[src/hufd_pkg.sv]
package hufd_pkg;

    // Sizes of the tree stores.
    localparam int MAX_NODES   = 512;
    localparam int STACK_DEPTH = 256;
    localparam int NODE_W      = $clog2(MAX_NODES);
    localparam int NFN_W       = NODE_W + 1;
    localparam int STK_W       = $clog2(STACK_DEPTH);
    localparam int CNT_W       = STK_W + 1;
    localparam int FIFO_DEPTH  = 4;

    // Tree stream marker for a leaf.
    localparam logic [7:0] LEAF_MARK = 8'h31;

    // Opcodes of an input item.
    localparam logic OP_TREE = 1'b0;
    localparam logic OP_DATA = 1'b1;

    // Loader phases.
    localparam logic [1:0] PH_MARKER = 2'd0;
    localparam logic [1:0] PH_SYMBOL = 2'd1;
    localparam logic [1:0] PH_DONE   = 2'd2;
    localparam logic [1:0] PH_ERROR  = 2'd3;

    // Result status codes.
    localparam logic [1:0] ST_SYMBOL = 2'd0;
    localparam logic [1:0] ST_NOTREE = 2'd1;
    localparam logic [1:0] ST_BADTREE = 2'd2;

    typedef struct packed {
        logic       opcode;
        logic [7:0] byte_value;
        logic [3:0] valid_bits;
    } item_t;

    typedef struct packed {
        logic [7:0] symbol;
        logic [1:0] status;
        logic       last;
    } result_t;

    // Classified command passed from front to back.
    typedef struct packed {
        logic       is_data;
        logic [7:0] byte_value;
        logic [3:0] nbits;
    } cmd_t;

endpackage

[src/hufd_front.sv]
module hufd_front (
    input  logic            clk,
    input  logic            rst_n,
    input  logic            item_valid,
    output logic            item_stall,
    input  hufd_pkg::item_t item,
    output logic            cmd_push,
    output hufd_pkg::cmd_t  cmd,
    input  logic            cmd_full
);

    logic           hold_valid_reg;
    hufd_pkg::cmd_t hold_reg;
    hufd_pkg::cmd_t class_cmd;

    // Classify the item and clamp the bit count to one byte.
    always_comb
    begin
        class_cmd.is_data    = (item.opcode == hufd_pkg::OP_DATA);
        class_cmd.byte_value = item.byte_value;
        class_cmd.nbits      = (item.valid_bits > 4'd8) ? 4'd8 : item.valid_bits;
    end

    assign item_stall = hold_valid_reg && cmd_full;
    assign cmd_push   = hold_valid_reg;
    assign cmd        = hold_reg;

    // One holding register in front of the queue.
    always_ff @(posedge clk or negedge rst_n)
    begin
        if (!rst_n)
        begin
            hold_valid_reg <= 1'b0;
        end
        else if (!item_stall)
        begin
            hold_valid_reg <= item_valid;
        end
    end

    always_ff @(posedge clk)
    begin
        if (!item_stall && item_valid)
        begin
            hold_reg <= class_cmd;
        end
    end

endmodule

[config.mk]
export PLATFORM = sky130hd
export DESIGN_NAME = hufd_front
export DESIGN_NICKNAME = d
export VERILOG_FILES = /design/src/hufd_pkg.sv /design/src/hufd_front.sv
export SDC_FILE = /design/constraint.sdc
export NUM_CORES = 1
export LEC_CHECK = 0
export ABC_AREA = 1
export BUFFER_PORTS_ARGS = -buffer_cell sky130_fd_sc_hd__buf_4
export CAP_MARGIN = 25
export CORE_AREA = 2 2 39 41
export DETAILED_ROUTE_END_ITERATION = 16
export DIE_AREA = 0 0 41 43
export PLACE_DENSITY = 0.7
export SYNTH_ARGS = -nofsm -noshare
export SYNTH_HDL_FRONTEND = slang
export SYNTH_SLANG_ARGS = --single-unit
[constraint.sdc]
create_clock -name clk -period 2.23 [get_ports clk]
set_input_delay 0.446 -clock clk [delete_from_list [all_inputs] [get_ports clk]]
set_output_delay 0.446 -clock clk [all_outputs]
set_load 0.02 [all_outputs]
==> impl_metrics.json, run 1 <==
{
  "min_period_over_period": 0.623,
  "cp_slowest_stage_delay_ps": 390,
  "cell_area_power_density_nw_per_um2": 691,
  "main_area_contributors_after_synthesis": "sky130_fd_sc_hd__edfxtp_1, sky130_fd_sc_hd__dfrtp_1, sky130_fd_sc_hd__inv_1",
  "worst_path_class_setup": "flip-flop to primary output",
  "max_slew.worst_pin.slew_ps": 157,
  "timing.max_slew.rel_slack": 0.895,
  "post_route_drc_violation_count": 0,
  "finish.net_count": 82,
  "r2r_start": "cmd_push$_DFFE_PN0N_",
  "internal_power_contribution_uw": 415,
  "total_leakage_power_uw": 0.000353,
  "core_box_area_um2": 1380,
  "outcome": "finished clean",
  "path_delay_family": "flip-flops",
  "fp.dieH_um": 43,
  "dr_vias": 329,
  "synth-seq-area-share": 0.883,
  "synth_top_cells_by_count": "sky130_fd_sc_hd__edfxtp_1, sky130_fd_sc_hd__inv_1, sky130_fd_sc_hd__nand2_1, sky130_fd_sc_hd__nor2_1, sky130_fd_sc_hd__a21oi_1",
  "crit_chain": "nand2_1 > inv_1 > buf_4",
  "cp.buffers_inverters": 2,
  "power_switching_uw": 113,
  "cap_violations": 0,
  "switching_share": 0.214,
  "final_period_minus_worst_setup_slack_ps": 1390,
  "vdd_ir_drop_max_mv": 0.314,
  "final.setup.tns_ps": 0,
  "layout.cell_area.non_filler_um2": 763,
  "mappedNetlistArea_um2": 470,
  "cts.htree.levels": 1,
  "post_route_cells_drive_above_1_share": 0.547,
  "power.sequential.fraction": 0.585,
  "worst_setup_path_start_kind": "flip-flop",
  "cts.sinks": 14,
  "drt_iter0_drc": 0,
  "yosysWarningCount": 0,
  "die_w_um": 41,
  "floorplan.io_pins": 32,
  "cts.path.max_buffers": 2,
  "combPwrFrac": 0.154,
  "diode_count": 0,
  "postSynthCellCount": 28,
  "rsz_0062_raised_after_global_routing": "false",
  "synthDominantCellAreaShare": 0.830,
  "first_global_vias": 325,
  "hold_violation_total_from_the_final_report": 0,
  "power.share.clock": 0.261,
  "critical_path.startpoint": "cmd_push$_DFFE_PN0N_",
  "tritoncts.num_buffers": 3,
  "synth_most_common_cell": "sky130_fd_sc_hd__edfxtp_1",
  "timing.hold.worst.class": "input port to flip-flop",
  "worst_clock_skew_ps": 9.56,
  "area_growth_syn_to_layout_pct": 62.2,
  "insertion_delay_ps": 270,
  "vias_per_cell": 4.11,
  "wl_um": 916,
  "ys_types": 7,
  "cts_tree": "built",
  "synthesis.area_per_instance_um2": 16.8,
  "hold_path_startpoint": "item[4]",
  "layout.core_utilization": 0.552,
  "cts_root_buffer": "sky130_fd_sc_hd__clkbuf_4",
  "buffer_ports.inserted": 31,
  "post-synth-top-area-cell": "sky130_fd_sc_hd__edfxtp_1",
  "critical-path-slowest-cell": "sky130_fd_sc_hd__dfrtp_1",
  "clk_pin_slew_ps": 80,
  "setup.worst_path.end_class": "primary output",
  "synth_top_flop_cell": "sky130_fd_sc_hd__edfxtp_1",
  "postSynth.asyncResetShare": 0.0714,
  "cp_data_arrival_time_ps": 940,
  "mappedNetlistNets": 45,
  "grt_start_max_net_pins": 14,
  "grt_pass1_wl_um": 1280,
  "antenna_violating_nets_left": 0,
  "drtPass1Iterations": 1,
  "post_cts.repair.setup_buffers": 0,
  "floorplan.die_area_um2": 1760,
  "place_hpwl_um": 762,
  "globalRoute.totalOverflow": 0,
  "finalSetupViolCount": 0,
  "max_fo_critical_path": 2,
  "crit_required_ps": 1780,
  "post_synth_edffs": 13,
  "fp-row-count": 14,
  "antenna_found_initial": 0,
  "track_usage": 0.114,
  "yosys_register_bits": 14,
  "placement.cell_area_um2": 727,
  "initial_utilization": 0.340,
  "gp_congestion": 0.679,
  "report.final.slew_viol_count": 0,
  "max_freq_ghz": 0.719,
  "drt-wirelength-per-cell_um": 11.5
}
[sequential cells by signal, indices dropped and copies added, names as in the netlist]
name      flops
cmd          13
cmd_push      1
[cell type report]
class / count / area, um^2
multi-input combinational: 8 / 32.5
timing repair buffer: 33 / 250
tap: 16 / 20.0
sequential: 14 / 415
fill: 121 / 621
clock buffer: 4 / 26.3
inverter: 5 / 18.8
[metal layers]
layer	track usage	part of all wire	up-vias
met4	0.0600	0	0
met1	0.127	0.36	131
met2	0.169	0.44	32
met3	0.0576	0.20	0
met5	0	0	-
li1	-	-	166
[cell families (layout without fill, tap and decap cells)]
logic type	count (synthesis)	in the layout	synth area share
buffers and inverters	6	42	0.0479
flip-flops	14	14	0.883
AND/OR/NAND/NOR	6	6	0.0479
AO/OA/AOI/OAI	2	2	0.0213
[placed cells by master, fill, tap and decap left out]
master	synthesis	layout
sky130_fd_sc_hd__buf_4	0	32
sky130_fd_sc_hd__edfxtp_1	13	13
sky130_fd_sc_hd__inv_1	5	5
sky130_fd_sc_hd__nand2_1	3	3
sky130_fd_sc_hd__nor2_1	3	3
sky130_fd_sc_hd__clkbuf_4	0	3
sky130_fd_sc_hd__a21oi_1	2	2
sky130_fd_sc_hd__clkbuf_1	1	1
sky130_fd_sc_hd__dfrtp_1	1	1
sky130_fd_sc_hd__dlygate4sd3_1	0	1
[worst paths after layout]
kind	to	slack, ps	cells past startpoint
min	cmd[4]$_DFFE_PP_	350	1
max in group asynchronous	cmd_push$_DFFE_PN0N_	1660	2
min in group asynchronous	cmd_push$_DFFE_PN0N_	490	2
max reg2reg	cmd[7]$_DFFE_PP_	1110	4
max	item_stall	840	3
min reg2reg	cmd_push$_DFFE_PN0N_	520	2
[power groups by stage]
stage,clock network (uW),registers [uW],logic (uW)
finish,138,309,81.2
global route,160,310,88.1
CTS,145,309,82.7
detailed placement,0,315,81.3
global placement,0,314,80.1
floorplan,0,334,12.4
[stage by stage]
step                      worst slack, ps  instances  total power, uW  hold WS [ps]
after global placement                978         75              395           221
after detailed placement              954         75              396           223
after floorplan                       594         28              346           150
final                                 840         80              528           351
after global routing                  755         80              559           330
after CTS                             829         80              537           342
[repair_timing]
item | CTS | global route
gates resized for setup | 0 | 0
hold buffers | 1 | 0
hold endpoints to repair | 1 | 0
(Power assumes the default switching activity.)
==> inputs of run 2 (changes only) <==
==> constraint.sdc (replaced) <==
create_clock -name clk -period 1.38 [get_ports clk]
set_input_delay 0.276 -clock clk [delete_from_list [all_inputs] [get_ports clk]]
set_output_delay 0.276 -clock clk [all_outputs]
set_load 0.02 [all_outputs]
==> impl_metrics.json, run 2 (synthesis results as in run 1) <==
{
  "outcome": "finished clean",
  "hold_path_startpoint": "item[5]",
  "layout.cell_area.non_filler_um2": 763,
  "rsz_0062_raised_after_global_routing": "false",
  "min_period_over_period": 0.902,
  "tritoncts.num_buffers": 3,
  "path_depth": 3,
  "cp.buffers_inverters": 2,
  "cts.path.max_buffers": 2,
  "gp_congestion": 0.567,
  "max_fo_critical_path": 2,
  "finish.net_count": 81,
  "largest_reg_flops": 13,
  "clk_pin_slew_ps": 80,
  "cts_tree": "built",
  "buffer_ports.inserted": 31,
  "floorplan.die_area_um2": 1760,
  "post_route_cells_drive_above_1_share": 0.556,
  "worst_clock_skew_ps": 6.58,
  "worst_setup_path_start_kind": "flip-flop",
  "post_cts.repair.setup_buffers": 0,
  "max_slew.worst_pin.slew_ps": 357,
  "wl_um": 921,
  "layout.cells.most_common": "sky130_fd_sc_hd__buf_4",
  "die_w_um": 41,
  "cts.htree.levels": 1,
  "cell_area_power_density_nw_per_um2": 1120,
  "r2r_start": "cmd_push$_DFFE_PN0N_",
  "timing.max_slew.rel_slack": 0.761,
  "dr_vias": 335,
  "hold_violation_total_from_the_final_report": 0,
  "diode_count": 0,
  "floorplan.io_pins": 32,
  "total_leakage_power_uw": 0.000349,
  "drt-wirelength-per-cell_um": 11.7,
  "pre_cts_ws_ps": 203,
  "critical_path.startpoint": "cmd_push$_DFFE_PN0N_",
  "cap_violations": 0,
  "crit_required_ps": 1100,
  "drtPass1Iterations": 2,
  "area_growth_syn_to_layout_pct": 62.2,
  "timing.final.ws_setup_ps": 135,
  "final_period_minus_worst_setup_slack_ps": 1240,
  "worst_path_class_setup": "flip-flop to primary output",
  "grt_start_max_net_pins": 14,
  "timing.hold.worst.class": "input port to flip-flop",
  "setup.worst_path.end_class": "primary output",
  "final.setup.tns_ps": 0,
  "placement.cell_area_um2": 727,
  "cp_slowest_stage_delay_ps": 390,
  "layout.core_utilization": 0.552,
  "postCtsResizedCells": 0,
  "vdd_ir_drop_max_mv": 0.545,
  "total_power_uw": 857,
  "max_freq_ghz": 0.803,
  "fp.dieH_um": 43,
  "vias_per_cell": 4.24,
  "crit_path_end": "item_stall",
  "postCtsHoldBufs": 1,
  "fp-row-count": 14,
  "globalRoute.totalOverflow": 0,
  "cts_root_buffer": "sky130_fd_sc_hd__clkbuf_4",
  "worst-r2r-cell-count": 3,
  "insertion_delay_ps": 270,
  "antenna_found_initial": 0,
  "drt_iter0_drc": 4,
  "most-common-layout-cells": "sky130_fd_sc_hd__buf_4, sky130_fd_sc_hd__edfxtp_1, sky130_fd_sc_hd__inv_1, sky130_fd_sc_hd__nand2_1, sky130_fd_sc_hd__clkbuf_4",
  "crit_chain": "nand2_1 > inv_1 > buf_4",
  "first_global_vias": 268,
  "critical-path-slowest-cell": "sky130_fd_sc_hd__dfrtp_1",
  "cts.sinks": 14,
  "antenna_violating_nets_left": 0,
  "cp_data_arrival_time_ps": 970,
  "core_box_area_um2": 1380,
  "finalSetupViolCount": 0,
  "initial_utilization": 0.340,
  "post_route_drc_violation_count": 0,
  "r2r_setup_slack_ps": 210,
  "track_usage": 0.102,
  "report.final.slew_viol_count": 0,
  "crit-reg2reg-capture": "cmd[8]$_DFFE_PP_",
  "path_delay_family": "flip-flops",
  "grt_pass1_wl_um": 1150
}
run 2: metrics by stage:
| step | hold slack [ps] | std cells |
|---|---|---|
| floorplan | -19.6 | 28 |
| global placement | 52.1 | 74 |
| detailed placement | 52.6 | 74 |
| CTS | 172 | 79 |
| global route | 153 | 79 |
| finish | 182 | 79 |
run 2: area by class of cell:
type,count,area [um^2]
multi-input cells,8,40.0
flip-flops and latches,14,415
well taps,16,20.0
fillers,128,621
repair buffers,32,243
inverters,5,18.8
clock buffers,4,26.3
run 2: routing by layer:
metal,track usage,share of wire,vias to the layer above
li1,-,-,166
met1,0.131,0.34,141
met2,0.147,0.48,28
met4,0.0400,0,0
met3,0.0471,0.17,0
met5,0,0,-
run 2: worst min path at each step:
stage	to	slack, ps	cells after the start
after floorplan	cmd_push$_DFFE_PN0N_	-20	0
final	cmd[5]$_DFFE_PP_	180	1
after CTS	cmd[5]$_DFFE_PP_	170	1
after global routing	cmd[5]$_DFFE_PP_	150	1
after detailed placement	cmd_push$_DFFE_PN0N_	50	1
after global placement	cmd_push$_DFFE_PN0N_	50	1
run 2: power breakdown:
group	total, uW	switching [uW]	internal (uW)
sequential	499	6.96	492
combinational	131	66.1	65.0
clock	227	115	112
