[src/hufd_pkg.sv]
package hufd_pkg;

    // Sizes of the tree stores.
    localparam int MAX_NODES   = 512;
    localparam int STACK_DEPTH = 256;
    localparam int NODE_W      = $clog2(MAX_NODES);
    localparam int NFN_W       = NODE_W + 1;
    localparam int STK_W       = $clog2(STACK_DEPTH);
    localparam int CNT_W       = STK_W + 1;
    localparam int FIFO_DEPTH  = 4;

    // Tree stream marker for a leaf.
    localparam logic [7:0] LEAF_MARK = 8'h31;

    // Opcodes of an input item.
    localparam logic OP_TREE = 1'b0;
    localparam logic OP_DATA = 1'b1;

    // Loader phases.
    localparam logic [1:0] PH_MARKER = 2'd0;
    localparam logic [1:0] PH_SYMBOL = 2'd1;
    localparam logic [1:0] PH_DONE   = 2'd2;
    localparam logic [1:0] PH_ERROR  = 2'd3;

    // Result status codes.
    localparam logic [1:0] ST_SYMBOL = 2'd0;
    localparam logic [1:0] ST_NOTREE = 2'd1;
    localparam logic [1:0] ST_BADTREE = 2'd2;

    typedef struct packed {
        logic       opcode;
        logic [7:0] byte_value;
        logic [3:0] valid_bits;
    } item_t;

    typedef struct packed {
        logic [7:0] symbol;
        logic [1:0] status;
        logic       last;
    } result_t;

    // Classified command passed from front to back.
    typedef struct packed {
        logic       is_data;
        logic [7:0] byte_value;
        logic [3:0] nbits;
    } cmd_t;

endpackage

[src/hufd_fifo.sv]
module hufd_fifo (
    input  logic              clk,
    input  logic              rst_n,
    input  logic              push,
    input  hufd_pkg::cmd_t    wdata,
    output logic              full,
    input  logic              pop,
    output hufd_pkg::cmd_t    head,
    output logic              empty
);

    localparam int PTR_W = $clog2(hufd_pkg::FIFO_DEPTH);

    hufd_pkg::cmd_t   slot_reg [hufd_pkg::FIFO_DEPTH];
    logic [PTR_W-1:0] wr_ptr_reg;
    logic [PTR_W-1:0] rd_ptr_reg;
    logic [PTR_W:0]   count_reg;
    logic             do_push;
    logic             do_pop;

    assign full    = (count_reg == (PTR_W+1)'(hufd_pkg::FIFO_DEPTH));
    assign empty   = (count_reg == '0);
    assign head    = slot_reg[rd_ptr_reg];
    assign do_push = push && !full;
    assign do_pop  = pop && !empty;

    // Pointer and fill count.
    always_ff @(posedge clk or negedge rst_n)
    begin
        if (!rst_n)
        begin
            wr_ptr_reg <= '0;
            rd_ptr_reg <= '0;
            count_reg  <= '0;
        end
        else
        begin
            if (do_push)
            begin
                wr_ptr_reg <= wr_ptr_reg + 1'b1;
            end
            if (do_pop)
            begin
                rd_ptr_reg <= rd_ptr_reg + 1'b1;
            end
            if (do_push && !do_pop)
            begin
                count_reg <= count_reg + 1'b1;
            end
            else if (do_pop && !do_push)
            begin
                count_reg <= count_reg - 1'b1;
            end
        end
    end

    // Storage slots.
    always_ff @(posedge clk)
    begin
        if (do_push)
        begin
            slot_reg[wr_ptr_reg] <= wdata;
        end
    end

endmodule

[config.mk]
export PLATFORM = sky130hd
export DESIGN_NAME = hufd_fifo
export DESIGN_NICKNAME = d
export VERILOG_FILES = /design/src/hufd_pkg.sv /design/src/hufd_fifo.sv
export SDC_FILE = /design/constraint.sdc
export NUM_CORES = 1
export LEC_CHECK = 0
export ABC_CLOCK_PERIOD_IN_PS = 2300
export BUFFER_PORTS_ARGS = -buffer_cell sky130_fd_sc_hd__buf_2
export CAP_MARGIN = 20
export CORE_UTILIZATION = 56
export CTS_CLUSTER_SIZE = 12
export DETAILED_ROUTE_END_ITERATION = 12
export PLACE_DENSITY = 0.78
export SYNTH_ARGS = -nofsm -noshare
export SYNTH_HDL_FRONTEND = slang
export SYNTH_SLANG_ARGS = --single-unit
[constraint.sdc]
create_clock -name clk -period 2.3 [get_ports clk]
set_input_delay 0.46 -clock clk [delete_from_list [all_inputs] [get_ports clk]]
set_output_delay 0.46 -clock clk [all_outputs]
set_load 0.005 [all_outputs]
==> results of run 1 <==
-- power by group --
group	switching [mW]	internal, mW
clock	0.364	0.486
combinational	0.461	0.552
sequential	0.125	1.44
-- area by class of cell --
type / count / share of cell area, %
Sequential cell: 59 / 63.6
Inverter: 4 / 0.550
Timing Repair Buffer: 39 / 7.98
Tap cell: 48 / 2.20
Clock buffer: 9 / 4.54
Multi-Input combinational cell: 37 / 18.9
Clock inverter: 7 / 2.15
-- Yosys cell counts --
| master | number |
|---|---|
| and2_1 | 4 |
| buf_2 | 1 |
| buf_6 | 2 |
| buf_8 | 1 |
| dfrtp_1 | 7 |
| edfxtp_1 | 52 |
| fa_1 | 1 |
| ha_1 | 5 |
| inv_1 | 4 |
| mux2_2 | 1 |
| mux2_4 | 1 |
| mux4_2 | 13 |
| nand2_1 | 1 |
| nand3_1 | 1 |
| nor2_1 | 1 |
| nor2b_1 | 1 |
| nor3b_2 | 1 |
| or3_1 | 1 |
| xnor2_1 | 4 |
| xor2_1 | 2 |
-- kinds of logic (layout without fill, tap and decap cells) --
logic type / Yosys count / in the layout / synth area share, %
flops: 59 / 59 / 75.1
xor+xnor: 6 / 6 / 2.27
simple gates: 10 / 10 / 2.71
buf+inv: 8 / 59 / 2.49
mux: 15 / 15 / 13.8
fa+ha+maj: 6 / 6 / 3.57
-- cell usage in the layout (no fill, tap or decap), types with 2 or more instances in the layout --
cell type  count
clkinv_2       5
mux4_2        13
xor2_1         2
xnor2_1        4
and2_1         4
edfxtp_1      52
clkbuf_8       9
ha_1           5
buf_2         31
buf_4          7
dfrtp_1        7
inv_1          4
-- final timing paths --
| kind | from | endpoint | cells past startpoint |
|---|---|---|---|
| min in group asynchronous | rst_n | count_reg[2] | 2 |
| max | rd_ptr_reg[0] | head[10] | 3 |
| min | wdata[6] | slot_reg[0][6] | 1 |
| max reg2reg | count_reg[0] | count_reg[2] | 8 |
| min reg2reg | count_reg[2] | count_reg[2] | 1 |
| max in group asynchronous | rst_n | rd_ptr_reg[0] | 2 |
-- timing repair --
action | in CTS | in global routing
gates resized for setup | 0 | 0
hold endpoints to repair | 7 | 0
hold buffers | 1 | 0
-- metrics by stage --
stage / hold slack [ns] / instances / setup slack [ns] / utilization (%)
2_1_floorplan: 0.164 / 104 / 0.323 / -
3_3_place_gp: 0.297 / 186 / 0.296 / 66.8
3_5_place_dp: 0.307 / 186 / 0.168 / 66.8
4_1_cts: 0.339 / 203 / 0.124 / 71.8
5_1_grt: 0.338 / 203 / 0.0110 / 71.8
6_report: 0.355 / 203 / 0.150 / 71.8
-- routing by layer --
layer	vias up	routed length [µm]	track usage, %	part of all wire (%)
met3	7	165	7.76	4.6
li1	502	-	-	-
met2	26	1870	32.1	52
met5	-	0	0	0
met1	555	1480	24.7	41
met4	0	60	9.04	1.7
==> impl_metrics.ini, run 1 <==
[status]
status = complete, no violations

[setup_path]
cpPeakStageDelay_ns = 0.55
r2r_slack_ns = 0.16
cp.required_ns = 1.84
endpoint_kind = primary output
path_delay_family = multiplexers
critPathSlowestCell = mux4_2
critPathMaxFanout = 13
crit_path_cell_trace = buf_4, mux4_2, buf_2
path_buf_inv = 2
cp-start-kind = flop
crit_arrival_ns = 1.69
critPathKind = reg2out

[synth]
synth_top_area_cell = edfxtp_1
synth_cell_types = 20
syn_nets = 127
yosys_register_bits = 59
postSynthAreaPerCell_um2 = 22.2
post_synth_main_area_contributors = edfxtp_1, mux4_2, dfrtp_1
synth-seq-area-share_pct = 75.1
yosys_warnings = 0
netlist_area_um2 = 2310
synth_top_area_share_pct = 67.6
synthCells = 104

[detailed_routing]
avgRoutedWirePerCell_um = 17.6
wirelength_um = 3580
drt_iter0_markers = 73
ant_nets = 0
drt-vias-per-instance = 5.37
first_pass_iters = 4
vias = 1090
drc = 0

[clocking]
clk_latency_ns = 0.32
clockRootBuffer = clkbuf_8
cts_setup_buffers = 0
path_clk_slew_ns = 0.06
cts_tree = built
htreeDepth = 3
clock_sinks = 59
clock_path_buffers = 2
cts_buffers = 9

[grt]
grt_pass1_vias = 1209
grt_pass1_wl_um = 5900
grt_usage_pct = 20.3
antenna_found_initial = 0
grt.overflow.total = 0
grt_max_degree = 14

[power_and_ir_drop]
totalPowerFinal_mw = 3.43
p_leak_nw = 1.03
ir_drop_mv = 0.907
power_density_nw_per_um2 = 1260

[final_layout]
fillers = 243
multi_input_area_um2 = 517
largest_register_ffs = 52
diodes = 0
final_cell_area_um2 = 2730
ff_latch_area_um2 = 1740
drive_gt1_share_pct = 44.5
fin_nets = 173
syn_to_final_growth_pct = 18.1

[sta]
final_max_slew_viol_count = 0
period_share_pct = 93.5
setup_viol = 0
final_hold_viol_count = 0
tns_ns = 0
post-route-min-period_ns = 2.15
slew_headroom_pct = 79.9
max_slew.worst_pin.slew_ns = 0.302
finClkSkew_ns = 0.00552
max_freq_ghz = 0.465
rsz0062_at_grt = false

[place]
dp_hpwl_um = 2480
place_area_um2 = 2540
io_buffers = 31
globalplace.congestion = 0.705

[die]
die_x_um = 66.2
die_area_um2 = 4390
die_h_um = 66.2
num_rows = 22
coreArea_um2 = 3800
io_pins = 32
start_util_pct = 60.8

[job]
maxCapViolations = 0

[min_path]
hold_class = in2reg
Power figures use the tool's default switching activity.
==> run 2: changes to the inputs <==
- PLACE_DENSITY: 0.78 -> unset
- PLACE_DENSITY_LB_ADDON: unset -> 0.3
==> run 2 against run 1 <==
Net effect: power is 1.5% lower; routed wire length decreased by 2.4%; hold slack hardly changed; clock-buffer cell count up 3; non-clock buffer count did not move; register-to-register slack gained 0.03 ns; final cell count stayed put; clock power decreased by 10%; sequential cell count unchanged.
==> impl_metrics.ini, run 2 (synthesized netlist as in run 1, its figures left out) <==
[setup_path]
crit_path_cell_trace = or3_1, nand2_1, ha_1, inv_1, fa_1, xor2_1, nor2_1, xor2_1
cp-start-kind = flop
path_delay_family = simple AND/OR/NAND/NOR gates
critPathSlowestCell = dfrtp_1
critPathKind = reg2reg
critPathMaxFanout = 4
cp.required_ns = 2.54
cpPeakStageDelay_ns = 0.44
critical_path.most_common_cell = xor2_1
crit_arrival_ns = 2.35
endpoint_kind = flop
path_buf_inv = 1

[final_layout]
final_cell_area_um2 = 2720
largest_register_ffs = 52
drive_gt1_share_pct = 42.6
syn_to_final_growth_pct = 17.8
layout_common_cells = edfxtp_1, buf_2, mux4_2, clkbuf_8, dfrtp_1
fin_nets = 173
layout_commonest_cell = edfxtp_1
diodes = 0

[sta]
slew_headroom_pct = 83.5
period_share_pct = 91.7
final_max_slew_viol_count = 0
rsz0062_at_grt = false
finClkSkew_ns = 0.0114
tns_ns = 0
final_hold_viol_count = 0
max_slew.worst_pin.slew_ns = 0.247
setup_viol = 0
max_freq_ghz = 0.474
post-route-min-period_ns = 2.11
whs_ns = 0.354

[power_and_ir_drop]
p_leak_nw = 1.02
power_density_nw_per_um2 = 1240
ir_drop_mv = 0.933

[grt]
grt_usage_pct = 18.5
grt_pass1_vias = 1109
antenna_found_initial = 0
grt_max_degree = 14
grt_pass1_wl_um = 5390
grt.overflow.total = 0

[clocking]
path_clk_slew_ns = 0.06
cts_hold_buf = 1
clk_latency_ns = 0.32
htreeDepth = 3
clock_path_buffers = 2
clock_sinks = 59
cts-resized-gates = 0
clockRootBuffer = clkbuf_8
cts_tree = built
cts_setup_buffers = 0
cts_buffers = 9

[status]
status = complete, no violations

[place]
dp_hpwl_um = 2310
place_area_um2 = 2550
io_buffers = 31
globalplace.congestion = 0.726

[die]
start_util_pct = 60.8
die_h_um = 66.2
num_rows = 22
die_x_um = 66.2
die_area_um2 = 4390
io_pins = 32
coreArea_um2 = 3800

[detailed_routing]
ant_nets = 0
drt-vias-per-instance = 5.42
drt_iter0_markers = 76
wirelength_um = 3490
avgRoutedWirePerCell_um = 17.2
vias = 1101
drc = 0
first_pass_iters = 4

[job]
maxCapViolations = 0

[min_path]
hold_class = in2reg
==> run 2: changes by cell type in the layout (fill, tap and decap cells not counted), sizes merged <==
cell    before  now
clkbuf       9   12
clkinv       6    4
bufinv       1    0
==> run 2: final timing paths <==
kind / endpoint / startpoint / depth (start not counted) / slack [ns]
setup / recovery: count_reg[2] / count_reg[0] / 8 / 0.19
hold / removal: slot_reg[0][5] / wdata[5] / 1 / 0.35
setup reg to reg: count_reg[2] / count_reg[0] / 8 / 0.19
hold reg to reg: count_reg[2] / count_reg[2] / 1 / 0.50
max in group asynchronous: wr_ptr_reg[0] / rst_n / 2 / 1.61
min in group asynchronous: rd_ptr_reg[1] / rst_n / 2 / 0.52
==> run 2: report_power, final <==
part,switching (mW),internal (mW),total (mW)
clock network,0.354,0.409,0.764
logic,0.472,0.579,1.05
registers,0.123,1.44,1.56
==> run 2: metrics by stage <==
step                      setup slack (ns)  utilization, %  power, mW  std cells
final                                0.192            71.6       3.38        203
after global routing                0.0392            71.6       3.57        203
after CTS                            0.160            71.6       3.42        203
after detailed placement             0.183            67.1       2.66        186
after global placement               0.294            67.1       2.58        186
after floorplan                      0.323               -       2.27        104
==> run 2: per-layer routing <==
metal  global-route usage [%]  wire length, µm  vias up
met5                        0                0        -
met4                     12.0               57        0
met3                     5.17              124        6
met2                     29.6             1850       25
met1                     22.1             1460      570
li1                         -                -      500
==> run 2: cell type report <==
| cell class | count | area (µm²) |
|---|---|---|
| Multi-Input combinational cell | 37 | 517 |
| Tap cell | 48 | 60.1 |
| Sequential cell | 59 | 1740 |
| Clock buffer | 12 | 145 |
| Clock inverter | 4 | 17.5 |
| Fill cell | 227 | 1080 |
| Inverter | 4 | 15.0 |
| Timing Repair Buffer | 39 | 230 |
==> run 3: changes to the inputs <==
- ABC_AREA: unset -> 1
- ABC_CLOCK_PERIOD_IN_PS: 2300 -> 2400
- BUFFER_PORTS_ARGS: -buffer_cell sky130_fd_sc_hd__buf_2 -> unset
- CORE_UTILIZATION: 56 -> 60
- DONT_BUFFER_PORTS: unset -> 1
- clock period: 2.3 -> 2.4 ns (I/O delays scaled with it)
==> run 3 against run 2 <==
Net effect: clock power is 9.0% lower; core utilization decreased by 3.4 points; combinational power barely moved; sequential power fell by 6%; clock-buffer cell count down 1; die area increased by 2.7%; design area grew 1.1%; highest routed layer unchanged.
==> impl_metrics.ini, run 3 <==
[min_path]
holdPathEnd = slot_reg[1][6]
hold_class = in2reg
min-delay-start = wdata[6]
min_path_cells = 0

[final_layout]
final_cell_area_um2 = 2750
layout_common_cells = nand2_1, edfxtp_1, inv_1, o211ai_1, clkbuf_8
fin_nets = 246
drive_gt1_share_pct = 9.69
final_core_util_pct = 68.3
layout_commonest_cell = nand2_1
diodes = 0
syn_to_final_growth_pct = 8.06
ff_latch_area_um2 = 1740
largest_register_ffs = 52
multi_input_area_um2 = 568
fillers = 292

[synth]
yosys_register_bits = 59
synth-seq-area-share_pct = 68.2
yosysMostFrequentCell = nand2_1
postSynthAreaPerCell_um2 = 12.0
syn_nets = 235
yosys_warnings = 0
synth-edff-count = 52
synth_cell_types = 16
synth_top_area_cell = edfxtp_1
synth_commonest_cells = nand2_1, edfxtp_1, inv_1
synthFlopType = edfxtp_1
synthCells = 212
post_synth_main_area_contributors = edfxtp_1, nand2_1, o211ai_1
async_flop_share_pct = 11.9
synth_top_area_share_pct = 61.4
netlist_area_um2 = 2540

[job]
maxCapViolations = 0

[die]
num_rows = 23
die_area_um2 = 4510
coreArea_um2 = 4030
die_x_um = 67.1
io_pins = 32
start_util_pct = 63.2
die_h_um = 67.1

[setup_path]
r2r-start = count_reg[0]
cpPeakStageDelay_ns = 0.40
cp-start-kind = flop
r2r_slack_ns = 0.45
critPathMaxFanout = 36
crit_path_cell_trace = inv_2, buf_12, nand2_1, o211ai_1, nand2_1
crit_arrival_ns = 1.49
r2r_end = count_reg[2]
reg2regPathDepth = 11
endpoint_kind = primary output
critPathSlowestCell = dfrtp_1
cp.required_ns = 1.92
critical_path.most_common_cell = nand2_1
critPathKind = reg2out

[sta]
final_hold_viol_count = 0
fin_ws_ns = 0.425
final_max_slew_viol_count = 0
rsz0062_at_grt = false
setup_viol = 0
post-route-min-period_ns = 1.97
max_freq_ghz = 0.506
tns_ns = 0
finClkSkew_ns = 0.00731
max_slew.worst_pin.slew_ns = 0.335
period_share_pct = 82.3
slew_headroom_pct = 77.6

[place]
dp_hpwl_um = 2640
globalplace.congestion = 0.756
place_area_um2 = 2590
dpl_worst_slack_ns = 0.487
io_buffers = 0

[grt]
grt_max_degree = 37
grt_pass1_vias = 1426
antenna_found_initial = 0
grt_pass1_wl_um = 6190
grt_usage_pct = 20.8
grt.overflow.total = 0

[clocking]
cts_setup_buffers = 0
cts-resized-gates = 0
path_clk_slew_ns = 0.06
clockRootBuffer = clkbuf_8
clk_latency_ns = 0.33
cts_tree = built
cts_hold_buf = 1
clock_path_buffers = 2
cts_buffers = 9
clock_sinks = 59
htreeDepth = 3

[detailed_routing]
vias = 1474
ant_nets = 0
avgRoutedWirePerCell_um = 14.5
drt_iter0_markers = 55
drc = 0
wirelength_um = 4020
first_pass_iters = 4
drt-vias-per-instance = 5.32

[power_and_ir_drop]
power_density_nw_per_um2 = 1170
totalPowerFinal_mw = 3.21
ir_drop_mv = 0.784
p_leak_nw = 1.17

[status]
status = complete, no violations
-- run 3: cell count changes after synthesis, sizes merged, moves of 2 or more --
cell / previous run / this run
and2: 4 / 0
buf: 4 / 7
inv: 4 / 44
mux2: 2 / 0
mux4: 13 / 0
nand2: 1 / 56
nand3: 1 / 7
nor2: 1 / 4
o211ai: 0 / 26
xnor2: 4 / 1
xor2: 2 / 0
-- run 3: cell families after synthesis --
| group | synth area share [%] |
|---|---|
| flip-flops | 68.2 |
| AND/OR/NAND/NOR | 10.5 |
| buffers and inverters | 9.44 |
| AO/OA/AOI/OAI | 8.26 |
| XOR/XNOR | 0.344 |
| adder cells (fa/ha/maj) | 3.24 |
-- run 3: worst max path at each step --
stage                   from            to  cells past startpoint
2_1_floorplan   count_reg[0]  count_reg[1]                      9
3_3_place_gp    count_reg[0]  count_reg[1]                      9
3_5_place_dp    count_reg[0]  count_reg[2]                     11
4_1_cts        rd_ptr_reg[0]       head[4]                      5
5_1_grt         count_reg[0]  count_reg[2]                     11
6_report       rd_ptr_reg[0]       head[4]                      5
-- run 3: area by class of cell --
cell class	count	area share, %
sequential	59	63.1
clock inverter	4	0.682
clock buffer	11	4.78
tap	50	2.27
multi-input combinational	102	20.7
inverter	44	6.01
timing repair buffer	7	2.46
-- run 3: power by group --
part,leakage (nW),switching [mW],internal (mW),total [mW]
Sequential,0.561,0.104,1.37,1.47
Clock,0.0804,0.336,0.359,0.695
Combinational,0.532,0.688,0.351,1.04
-- run 3: stage by stage --
stage          std cells  hold WS [ns]
2_1_floorplan        212         0.184
3_3_place_gp         261         0.185
3_5_place_dp         261         0.185
4_1_cts              277         0.229
5_1_grt              277         0.224
6_report             277         0.241
-- run 3: per-layer routing --
| metal | share of wire, % | up-vias | track usage, % | wire length, µm |
|---|---|---|---|---|
| met4 | 2.1 | 0 | 13.6 | 85 |
| met3 | 7.9 | 8 | 9.76 | 316 |
| li1 | - | 733 | - | - |
| met5 | 0 | - | 0 | 0 |
| met1 | 37 | 683 | 19.7 | 1480 |
| met2 | 53 | 50 | 35.5 | 2140 |
-- run 3: critical path, delay by kind of cell, from the launching register on --
family | cells | cell delay (ns)
compound gates | 1 | 0.09
flops | 1 | 0.40
buf+inv | 2 | 0.48
simple gates | 2 | 0.20
